**src/qec_pkg.sv**
```systemverilog
// ============================================================================
// qec_pkg
// Shared types, codes and constants of the quadrature encoder counter.
// ============================================================================
`timescale 1ns / 1ps
`default_nettype none

package qec_pkg;

  // Default width of the saturating step counter
  localparam int unsigned COUNT_WIDTH_DEF = 32;

  // Counts-per-revolution register
  localparam int unsigned CPR_WIDTH = 13;
  localparam logic [CPR_WIDTH-1:0] CPR_RESET = 13'd96;

  // Angle arithmetic
  localparam int unsigned DEG_WIDTH = 9;
  localparam logic [DEG_WIDTH-1:0] DEG_FULL = 9'd360;
  // Width of remainder times 360
  localparam int unsigned PROD_WIDTH = CPR_WIDTH + DEG_WIDTH;
  // Partial remainder of the divider, one bit above the divisor
  localparam int unsigned REM_WIDTH = CPR_WIDTH + 1;

  // Item function codes
  localparam logic [1:0] FUNC_SAMPLE = 2'd0;
  localparam logic [1:0] FUNC_STATUS = 2'd1;
  localparam logic [1:0] FUNC_CLEAR  = 2'd2;

  // Decoded step of one AB transition
  typedef enum logic [1:0] {
    STEP_NONE = 2'd0,
    STEP_CW   = 2'd1,
    STEP_CCW  = 2'd2
  } step_e;

  // Input item
  typedef struct packed {
    logic [1:0] func;
    logic       level_a;
    logic       level_b;
    logic       level_switch;
  } qec_in_t;

  // Result item
  typedef struct packed {
    logic                  direction;
    logic signed [31:0]    step_count;
    logic [DEG_WIDTH-1:0]  angle_deg;
    logic                  button_pressed;
  } qec_out_t;

  // Commands from the controller to the datapath
  typedef struct packed {
    logic take;      // apply the accepted item to the state
    logic load_rem;  // start count magnitude modulo counts_per_rev
    logic div_step;  // one restoring divide iteration
    logic load_ang;  // multiply remainder by 360, start second divide
    logic out_load;  // write the result register
  } qec_cmd_t;

  // Classify the transition from the previous AB pair to the current one
  function automatic step_e ab_step(input logic [1:0] prev, input logic [1:0] cur);
    step_e s;
    unique case ({prev, cur})
      4'b0001, 4'b0111, 4'b1110, 4'b1000: s = STEP_CW;
      4'b0010, 4'b1011, 4'b1101, 4'b0100: s = STEP_CCW;
      default:                            s = STEP_NONE;
    endcase
    return s;
  endfunction

endpackage

`default_nettype wire

```
**src/qec_ctrl.sv**
```systemverilog
// ============================================================================
// qec_ctrl
// Sequencer: accepts an item, runs the two divide passes of the angle and
// hands the result to the output register.
// ============================================================================
`timescale 1ns / 1ps
`default_nettype none

module qec_ctrl #(
  parameter int unsigned COUNT_WIDTH = qec_pkg::COUNT_WIDTH_DEF
) (
  input  wire logic              clk_i,
  input  wire logic              rst_ni,
  input  wire logic              in_valid_i,
  output logic                   in_stall_o,
  output logic                   out_valid_o,
  input  wire logic              out_stall_i,
  output qec_pkg::qec_cmd_t      cmd_o
);
  import qec_pkg::*;

  localparam int unsigned DivWidth = (COUNT_WIDTH > PROD_WIDTH) ? COUNT_WIDTH : PROD_WIDTH;
  localparam int unsigned CntWidth = $clog2(DivWidth);

  typedef enum logic [5:0] {
    ST_IDLE = 6'b000001,
    ST_LOAD = 6'b000010,
    ST_REM  = 6'b000100,
    ST_MUL  = 6'b001000,
    ST_ANG  = 6'b010000,
    ST_DONE = 6'b100000
  } state_e;

  state_e              state_q, state_d;
  logic [CntWidth-1:0] cnt_q, cnt_d;
  logic                out_valid_q, out_valid_d;
  logic                in_xfer;

  assign in_stall_o  = (state_q != ST_IDLE);
  assign in_xfer     = in_valid_i && (state_q == ST_IDLE);
  assign out_valid_o = out_valid_q;

  // Next state, iteration count and commands
  always_comb begin
    state_d = state_q;
    cnt_d   = cnt_q;
    cmd_o   = '0;
    unique case (state_q)
      ST_IDLE: begin
        if (in_xfer) begin
          cmd_o.take = 1'b1;
          state_d    = ST_LOAD;
        end
      end
      ST_LOAD: begin
        cmd_o.load_rem = 1'b1;
        cnt_d          = CntWidth'(COUNT_WIDTH - 1);
        state_d        = ST_REM;
      end
      ST_REM: begin
        cmd_o.div_step = 1'b1;
        cnt_d          = cnt_q - CntWidth'(1);
        if (cnt_q == '0) begin
          state_d = ST_MUL;
        end
      end
      ST_MUL: begin
        cmd_o.load_ang = 1'b1;
        cnt_d          = CntWidth'(PROD_WIDTH - 1);
        state_d        = ST_ANG;
      end
      ST_ANG: begin
        cmd_o.div_step = 1'b1;
        cnt_d          = cnt_q - CntWidth'(1);
        if (cnt_q == '0) begin
          state_d = ST_DONE;
        end
      end
      ST_DONE: begin
        // Hold until the result register is free or being drained
        if (!out_valid_q || !out_stall_i) begin
          cmd_o.out_load = 1'b1;
          state_d        = ST_IDLE;
        end
      end
      default: begin
        state_d = ST_IDLE;
      end
    endcase
  end

  // Result valid: drop on transfer, set on load
  always_comb begin
    out_valid_d = out_valid_q;
    if (out_valid_q && !out_stall_i) begin
      out_valid_d = 1'b0;
    end
    if (cmd_o.out_load) begin
      out_valid_d = 1'b1;
    end
  end

  always_ff @(posedge clk_i or negedge rst_ni) begin
    if (!rst_ni) begin
      state_q     <= ST_IDLE;
      cnt_q       <= '0;
      out_valid_q <= 1'b0;
    end else begin
      state_q     <= state_d;
      cnt_q       <= cnt_d;
      out_valid_q <= out_valid_d;
    end
  end

endmodule

`default_nettype wire

```
**src/qec_dpath.sv**
```systemverilog
// ============================================================================
// qec_dpath
// Encoder state, saturating step counter, shared restoring divider for the
// angle, and the result register.
// ============================================================================
`timescale 1ns / 1ps
`default_nettype none

module qec_dpath #(
  parameter int unsigned COUNT_WIDTH = qec_pkg::COUNT_WIDTH_DEF
) (
  input  wire logic                            clk_i,
  input  wire logic                            rst_ni,
  input  wire qec_pkg::qec_in_t                in_data_i,
  input  wire logic                            cfg_we_i,
  input  wire logic [qec_pkg::CPR_WIDTH-1:0]   cfg_wdata_i,
  input  wire qec_pkg::qec_cmd_t               cmd_i,
  output qec_pkg::qec_out_t                    out_data_o
);
  import qec_pkg::*;

  localparam int unsigned DivWidth = (COUNT_WIDTH > PROD_WIDTH) ? COUNT_WIDTH : PROD_WIDTH;
  localparam logic signed [COUNT_WIDTH-1:0] CountMax = {1'b0, {(COUNT_WIDTH-1){1'b1}}};
  localparam logic signed [COUNT_WIDTH-1:0] CountMin = {1'b1, {(COUNT_WIDTH-1){1'b0}}};

  // Configuration and encoder state
  logic [CPR_WIDTH-1:0]          cpr_q;
  logic [1:0]                    prev_ab_q, prev_ab_d;
  logic                          dir_q, dir_d;
  logic signed [COUNT_WIDTH-1:0] step_q, step_d;
  logic                          press_q, press_d;
  logic                          prev_sw_q, prev_sw_d;
  logic                          button_q, button_d;

  // Divider
  logic [DivWidth-1:0]   dvd_q;
  logic [REM_WIDTH-1:0]  rem_q;
  logic [REM_WIDTH-1:0]  rem_sh;
  logic [REM_WIDTH-1:0]  divisor;
  logic                  ge;
  logic [COUNT_WIDTH-1:0] mag;
  logic [PROD_WIDTH-1:0] prod;

  // Result
  logic                  neg;
  logic [DEG_WIDTH-1:0]  quot;
  logic [DEG_WIDTH-1:0]  angle;
  logic signed [63:0]    step_ext;
  qec_out_t              out_q;

  step_e                 step;

  // Configuration register
  always_ff @(posedge clk_i or negedge rst_ni) begin
    if (!rst_ni) begin
      cpr_q <= CPR_RESET;
    end else if (cfg_we_i) begin
      cpr_q <= cfg_wdata_i;
    end
  end

  assign step = ab_step(prev_ab_q, {in_data_i.level_a, in_data_i.level_b});

  // Apply an accepted item to the encoder state
  always_comb begin
    prev_ab_d = prev_ab_q;
    dir_d     = dir_q;
    step_d    = step_q;
    press_d   = press_q;
    prev_sw_d = prev_sw_q;
    button_d  = button_q;
    if (cmd_i.take) begin
      button_d = 1'b0;
      unique case (in_data_i.func)
        FUNC_SAMPLE: begin
          if (step == STEP_CW) begin
            dir_d = 1'b0;
            if (step_q != CountMax) begin
              step_d = step_q + COUNT_WIDTH'(1);
            end
          end else if (step == STEP_CCW) begin
            dir_d = 1'b1;
            if (step_q != CountMin) begin
              step_d = step_q - COUNT_WIDTH'(1);
            end
          end
          prev_ab_d = {in_data_i.level_a, in_data_i.level_b};
          if (in_data_i.level_switch && !prev_sw_q) begin
            press_d = 1'b1;
          end
          prev_sw_d = in_data_i.level_switch;
        end
        FUNC_STATUS: begin
          button_d = press_q;
          press_d  = 1'b0;
        end
        FUNC_CLEAR: begin
          step_d    = '0;
          dir_d     = 1'b0;
          press_d   = 1'b0;
          prev_ab_d = 2'b00;
        end
        default: begin
        end
      endcase
    end
  end

  always_ff @(posedge clk_i or negedge rst_ni) begin
    if (!rst_ni) begin
      prev_ab_q <= 2'b00;
      dir_q     <= 1'b0;
      step_q    <= '0;
      press_q   <= 1'b0;
      prev_sw_q <= 1'b0;
      button_q  <= 1'b0;
    end else begin
      prev_ab_q <= prev_ab_d;
      dir_q     <= dir_d;
      step_q    <= step_d;
      press_q   <= press_d;
      prev_sw_q <= prev_sw_d;
      button_q  <= button_d;
    end
  end

  // Count magnitude; the most negative count maps to its unsigned value
  assign neg = step_q[COUNT_WIDTH-1];
  assign mag = neg ? (~$unsigned(step_q) + COUNT_WIDTH'(1)) : $unsigned(step_q);

  // Zero counts per revolution divides by one
  assign divisor = (cpr_q == '0) ? REM_WIDTH'(1) : {1'b0, cpr_q};

  // One restoring divide step: quotient bits shift in at the bottom
  assign rem_sh = {rem_q[REM_WIDTH-2:0], dvd_q[DivWidth-1]};
  assign ge     = (rem_sh >= divisor);

  // Remainder times 360, registered into the divider
  assign prod = PROD_WIDTH'(rem_q[CPR_WIDTH-1:0]) * PROD_WIDTH'(DEG_FULL);

  always_ff @(posedge clk_i) begin
    if (cmd_i.load_rem) begin
      dvd_q <= DivWidth'(mag) << (DivWidth - COUNT_WIDTH);
      rem_q <= '0;
    end else if (cmd_i.load_ang) begin
      dvd_q <= DivWidth'(prod) << (DivWidth - PROD_WIDTH);
      rem_q <= '0;
    end else if (cmd_i.div_step) begin
      dvd_q <= {dvd_q[DivWidth-2:0], ge};
      rem_q <= ge ? (rem_sh - divisor) : rem_sh;
    end
  end

  // Fold a negative angle into 0..359
  assign quot     = dvd_q[DEG_WIDTH-1:0];
  assign angle    = (neg && (quot != '0)) ? (DEG_FULL - quot) : quot;
  assign step_ext = 64'(step_q);

  // Result register
  always_ff @(posedge clk_i) begin
    if (cmd_i.out_load) begin
      out_q.direction      <= dir_q;
      out_q.step_count     <= step_ext[31:0];
      out_q.angle_deg      <= angle;
      out_q.button_pressed <= button_q;
    end
  end

  assign out_data_o = out_q;

endmodule

`default_nettype wire

```
**src/quadrature_encoder_counter.sv**
```systemverilog
// ============================================================================
// quadrature_encoder_counter
// Four-count-per-cycle quadrature decoder with saturating step count, angle
// and latched push-switch flag.
// ============================================================================
// Usage:
//   Input channel (in_valid_i / in_stall_o / in_data_i): one item per
//   transfer; func selects a pin sample, a status read that returns and
//   clears the press flag, or a counter reset.
//   Output channel (out_valid_o / out_stall_i / out_data_o): exactly one
//   result per item, in order, showing direction, count, angle and button.
//   cfg_we_i / cfg_wdata_i write counts_per_rev; write only while idle.
// Timing:
//   An item passes from transfer to result through the restoring divider,
//   one bit per cycle, with COUNT_WIDTH steps for the remainder and 22 steps
//   for the angle. One item is processed at a time; the next transfer is
//   taken the cycle after the result is written to the output register.
// Reset: clears the encoder state and count, loads counts_per_rev with 96
//   and empties the output register.
// Stall: a finished result waits in the output register; a new item is still
//   taken, and its computation holds before the output until the register is
//   drained.
// ============================================================================
`timescale 1ns / 1ps
`default_nettype none

module quadrature_encoder_counter #(
  parameter int unsigned COUNT_WIDTH = qec_pkg::COUNT_WIDTH_DEF
) (
  input  wire logic                           clk_i,
  input  wire logic                           rst_ni,
  input  wire logic                           in_valid_i,
  output logic                                in_stall_o,
  input  wire qec_pkg::qec_in_t               in_data_i,
  output logic                                out_valid_o,
  input  wire logic                           out_stall_i,
  output qec_pkg::qec_out_t                   out_data_o,
  input  wire logic                           cfg_we_i,
  input  wire logic [qec_pkg::CPR_WIDTH-1:0]  cfg_wdata_i
);
  import qec_pkg::*;

  qec_cmd_t cmd;

  // Sequencer
  qec_ctrl #(
    .COUNT_WIDTH (COUNT_WIDTH)
  ) u_ctrl (
    .clk_i       (clk_i),
    .rst_ni      (rst_ni),
    .in_valid_i  (in_valid_i),
    .in_stall_o  (in_stall_o),
    .out_valid_o (out_valid_o),
    .out_stall_i (out_stall_i),
    .cmd_o       (cmd)
  );

  // State, divider and result register
  qec_dpath #(
    .COUNT_WIDTH (COUNT_WIDTH)
  ) u_dpath (
    .clk_i       (clk_i),
    .rst_ni      (rst_ni),
    .in_data_i   (in_data_i),
    .cfg_we_i    (cfg_we_i),
    .cfg_wdata_i (cfg_wdata_i),
    .cmd_i       (cmd),
    .out_data_o  (out_data_o)
  );

endmodule

`default_nettype wire
```
**config.mk**
```make
export PLATFORM = sky130hd
export DESIGN_NAME = quadrature_encoder_counter
export DESIGN_NICKNAME = d
export VERILOG_FILES = /design/src/qec_pkg.sv /design/src/qec_ctrl.sv /design/src/qec_dpath.sv /design/src/quadrature_encoder_counter.sv
export SDC_FILE = /design/constraint.sdc
export NUM_CORES = 1
export LEC_CHECK = 0
export ABC_AREA = 1
export BUFFER_PORTS_ARGS = -buffer_cell sky130_fd_sc_hd__buf_2
export CORE_ASPECT_RATIO = 2
export CORE_MARGIN = 3
export CORE_UTILIZATION = 60
export CTS_CLUSTER_SIZE = 12
export DETAILED_ROUTE_END_ITERATION = 12
export PLACE_DENSITY = 0.79
export SETUP_SLACK_MARGIN = 0.4
export SYNTH_ARGS = -nofsm -noshare
export SYNTH_HDL_FRONTEND = slang
export SYNTH_SLANG_ARGS = --single-unit
export TNS_END_PERCENT = 1
```
**constraint.sdc**
```tcl
create_clock -name clk_i -period 7.5 [get_ports clk_i]
set_input_delay 1.5 -clock clk_i [delete_from_list [all_inputs] [get_ports clk_i]]
set_output_delay 1.5 -clock clk_i [all_outputs]
set_load 0.05 [all_outputs]
```
==> metrics.md <==
| Metric | Value |
|---|---|
| Vias in the first global route | `10830` |
| Largest net degree at the start of global routing | `64` |
| Clk Tree Root Cell | `clkbuf_16` |
| Synth async-reset ratio | `41.72%` |
| Final count of negative-setup-slack endpoints | `0` |
| Final Cell Area | `around 13000 um^2` |
| Least-Margin Pin Slew | `around 1.1 ns` |
| FF-to-FF setup slack | `3.72 ns` |
| Fmax | `between 0.2 and 0.25 GHz` |
| GRT Util Overall | `between 30% and 40%` |
| Slew HR | `just under 30%` |
| Iteration-0 DRC Markers | `633` |
| First-pass GRT wire length | `52000 um` |
| Hold_buf cts | `0` |
| Post-synth EDFFs | `75` |
| Final worst slack | `~2.9 ns` |
| Post-synth net total | `between 1500 and 2000` |
| Initial antenna violation count | `0` |
| Die extent in y | `about 210 um` |
| Die width | `between 100 and 150 um` |
| Post-Place Setup Slack | `2.456 ns` |
| Nets | `about 1900` |
| CTS tree | `built` |
| Final Hold Viols | `0` |
| Final Slew Violations | `0` |
| Placer Congestion | `0.9584` |
| Post-CTS Resized | `0` |
| CP startpoint kind | `primary input` |
| Top post-synthesis cells by area | `edfxtp_1 (19%), nand2_1 (17%), dfrtp_1 (13%)` |
| Min-Delay Path Class | `flop to flop` |
| Yosys warning count | `0` |
| Post-DRT Antenna Nets | `0` |
| Clock Latency Late Sink | `about 0.44 ns` |
| Status | `finished, final reports clean` |
| DR vias/cell | `5.479` |
| #FFs+latches synth | `151` |
| Type of the worst setup path | `primary input to flop` |
| Placed cell areas | `12590 um^2` |
| Via count | `roughly 11000` |
| Library cells used by synthesis | `50` |
| Crit path time final | `between 4 and 5 ns` |
| Residual DRC | `0` |
| Setup repair bufs after CTS | `0` |
| Wire length per cell | `roughly 16 um` |
| Max-Cap Viols | `0` |
| CTS Buf Count | `17` |
| CTS clk-pin slew, worst paths | `about 0.07 ns` |
| Area added between synthesis and finish | `9.774%` |
| Post-Syn Area | `~12000 um^2` |
| HPWL after detailed placement | `26030 um` |
| CP endpoint kind | `flop` |
| Prevailing post-synth register cell | `edfxtp_1` |
| Iteration count of the initial detailed-routing pass | `7` |
| RSZ-0062 raised after global routing | `no` |
| Period utilization | `around three fifths` |
| Total wire length | `around 33000 um` |
| Layout Skew | `~0.0087 ns` |
| Avg Cell Area, Syn | `7.101 um^2` |
| I/O Buffers | `67` |
| CTS sink cnt | `around 150` |
| Ports | `68` |
| Sequential-to-total area share from yosys stat | `around a third` |
| Synth top area share | `18.76%` |
| Cells after Synth | `roughly 1700` |
| Row count | `72` |
| Htree depth | `4` |
| Top cell type by total area after synthesis | `edfxtp_1` |
| Die ar. | `~22000 um^2` |
| CP Max Fanout | `31` |
| Setup TNS | `0 ns` |
| Ratio of cells with drive above 1 in the final layout | `under 10%` |
| N_diodes | `0` |
| Initial Utilization | `approximately 62%` |
| Core Util, Final | `67.74%` |
| Global route overflow | `0` |
| Longest Clk Path Bufs | `2` |
| CP required | `about 7.8 ns` |
| CORE AREA | `about 19000 um^2` |
| Most frequent cells in the layout | `nand2_1 (531), inv_1 (290), nor2_1 (144)` |
| Most common cell after layout, fill and taps aside | `nand2_1` |
| Critical path data arrival time | `approximately 5 ns` |
## area by class of cell
class / instances / area, um^2
clock buffer: 17 / 425.4
clock inverter: 15 / 170.2
fill: 1746 / 6277
inverter: 294 / 1104
multi-input combinational: 1219 / 6678
sequential: 151 / 4093
tap: 259 / 324.1
timing repair buffer: 74 / 387.9
## flip-flops by register name, indices dropped and copies added, names as in the netlist, 2 cells and up
register / count
u_ctrl.cnt_q: 5
u_ctrl.state_q: 6
u_dpath.cpr_q: 13
u_dpath.dvd_q: 32
u_dpath.out_data_o: 43
u_dpath.prev_ab_q: 2
u_dpath.rem_q: 13
u_dpath.step_q: 32
## stage by stage
stage	hold slack (ns)	cells
2_1_floorplan	0.4196	1691
3_3_place_gp	0.4388	1997
3_5_place_dp	0.4319	1997
4_1_cts	0.4584	2029
5_1_grt	0.4771	2029
6_report	0.4613	2029
## Yosys cell counts, types with 8 or more instances
| master | n |
|---|---|
| fa_1 | 15 |
| o21ai_0 | 96 |
| nor2_1 | 144 |
| buf_2 | 8 |
| o21bai_1 | 12 |
| nand4_1 | 25 |
| nand2_1 | 531 |
| xnor2_1 | 22 |
| a21oi_1 | 63 |
| inv_1 | 290 |
| dfxtp_1 | 13 |
| clkbuf_1 | 10 |
| xor2_1 | 24 |
| edfxtp_1 | 75 |
| nand3b_1 | 12 |
| o21ai_2 | 11 |
| o22ai_1 | 10 |
| nand3_1 | 89 |
| ha_1 | 94 |
| dfrtp_1 | 60 |
| nor3_1 | 13 |
## critical path, cell delays in order
cell and delay, ns:
buf_2 0.11, xor2_1 0.16, nor2_1 0.10, ha_1 0.37
inv_1 0.57, ha_1 0.60, nand2_1 0.13, nor2_1 0.32
and3_1 0.35, nand2_1 0.08, nand2_1 0.20, nand2_1 0.13
nand3_1 0.10, nand2_1 0.05, nand2_1 0.06, nand2_1 0.05
## routing by layer
layer	global-route usage, %	vias up	routed length [um]
met1	27.74	5108	10970
met2	60.71	299	18570
met3	4.126	140	1026
met4	22.65	0	2579
li1	-	5570	-
met5	0	-	0
## cells by family (layout without fill, tap and decap cells)
| logic type | count (synthesis) | after routing | share of synthesized area, % |
|---|---|---|---|
| AO/OA/AOI/OAI | 226 | 226 | 10.76 |
| adder cells (fa/ha/maj) | 109 | 109 | 12.30 |
| flip-flops | 151 | 151 | 34.08 |
| AND/OR/NAND/NOR | 838 | 838 | 29.10 |
| buffers and inverters | 321 | 400 | 10.40 |
| XOR/XNOR | 46 | 46 | 3.355 |
## worst paths after layout
path	from	end	depth (start not counted)
worst max-delay path	in_data_i[2]	u_dpath.step_q[30]$_DFFE_PN0P_	16
worst min-delay path	u_dpath.dir_q$_DFFE_PN0P_	u_dpath.out_data_o[42]$_DFFE_PP_	0
worst max register to register	u_dpath.prev_ab_q[1]$_DFFE_PN0P_	u_dpath.step_q[30]$_DFFE_PN0P_	15
worst min register to register	u_dpath.dir_q$_DFFE_PN0P_	u_dpath.out_data_o[42]$_DFFE_PP_	0
max in group asynchronous	rst_ni	u_dpath.cpr_q[7]$_DFFE_PN0P_	2
min in group asynchronous	rst_ni	u_dpath.step_q[11]$_DFFE_PN0P_	2
Power is not shown: default switching activity piles up to over one toggle a cycle in this logic, so the estimate is an artifact.
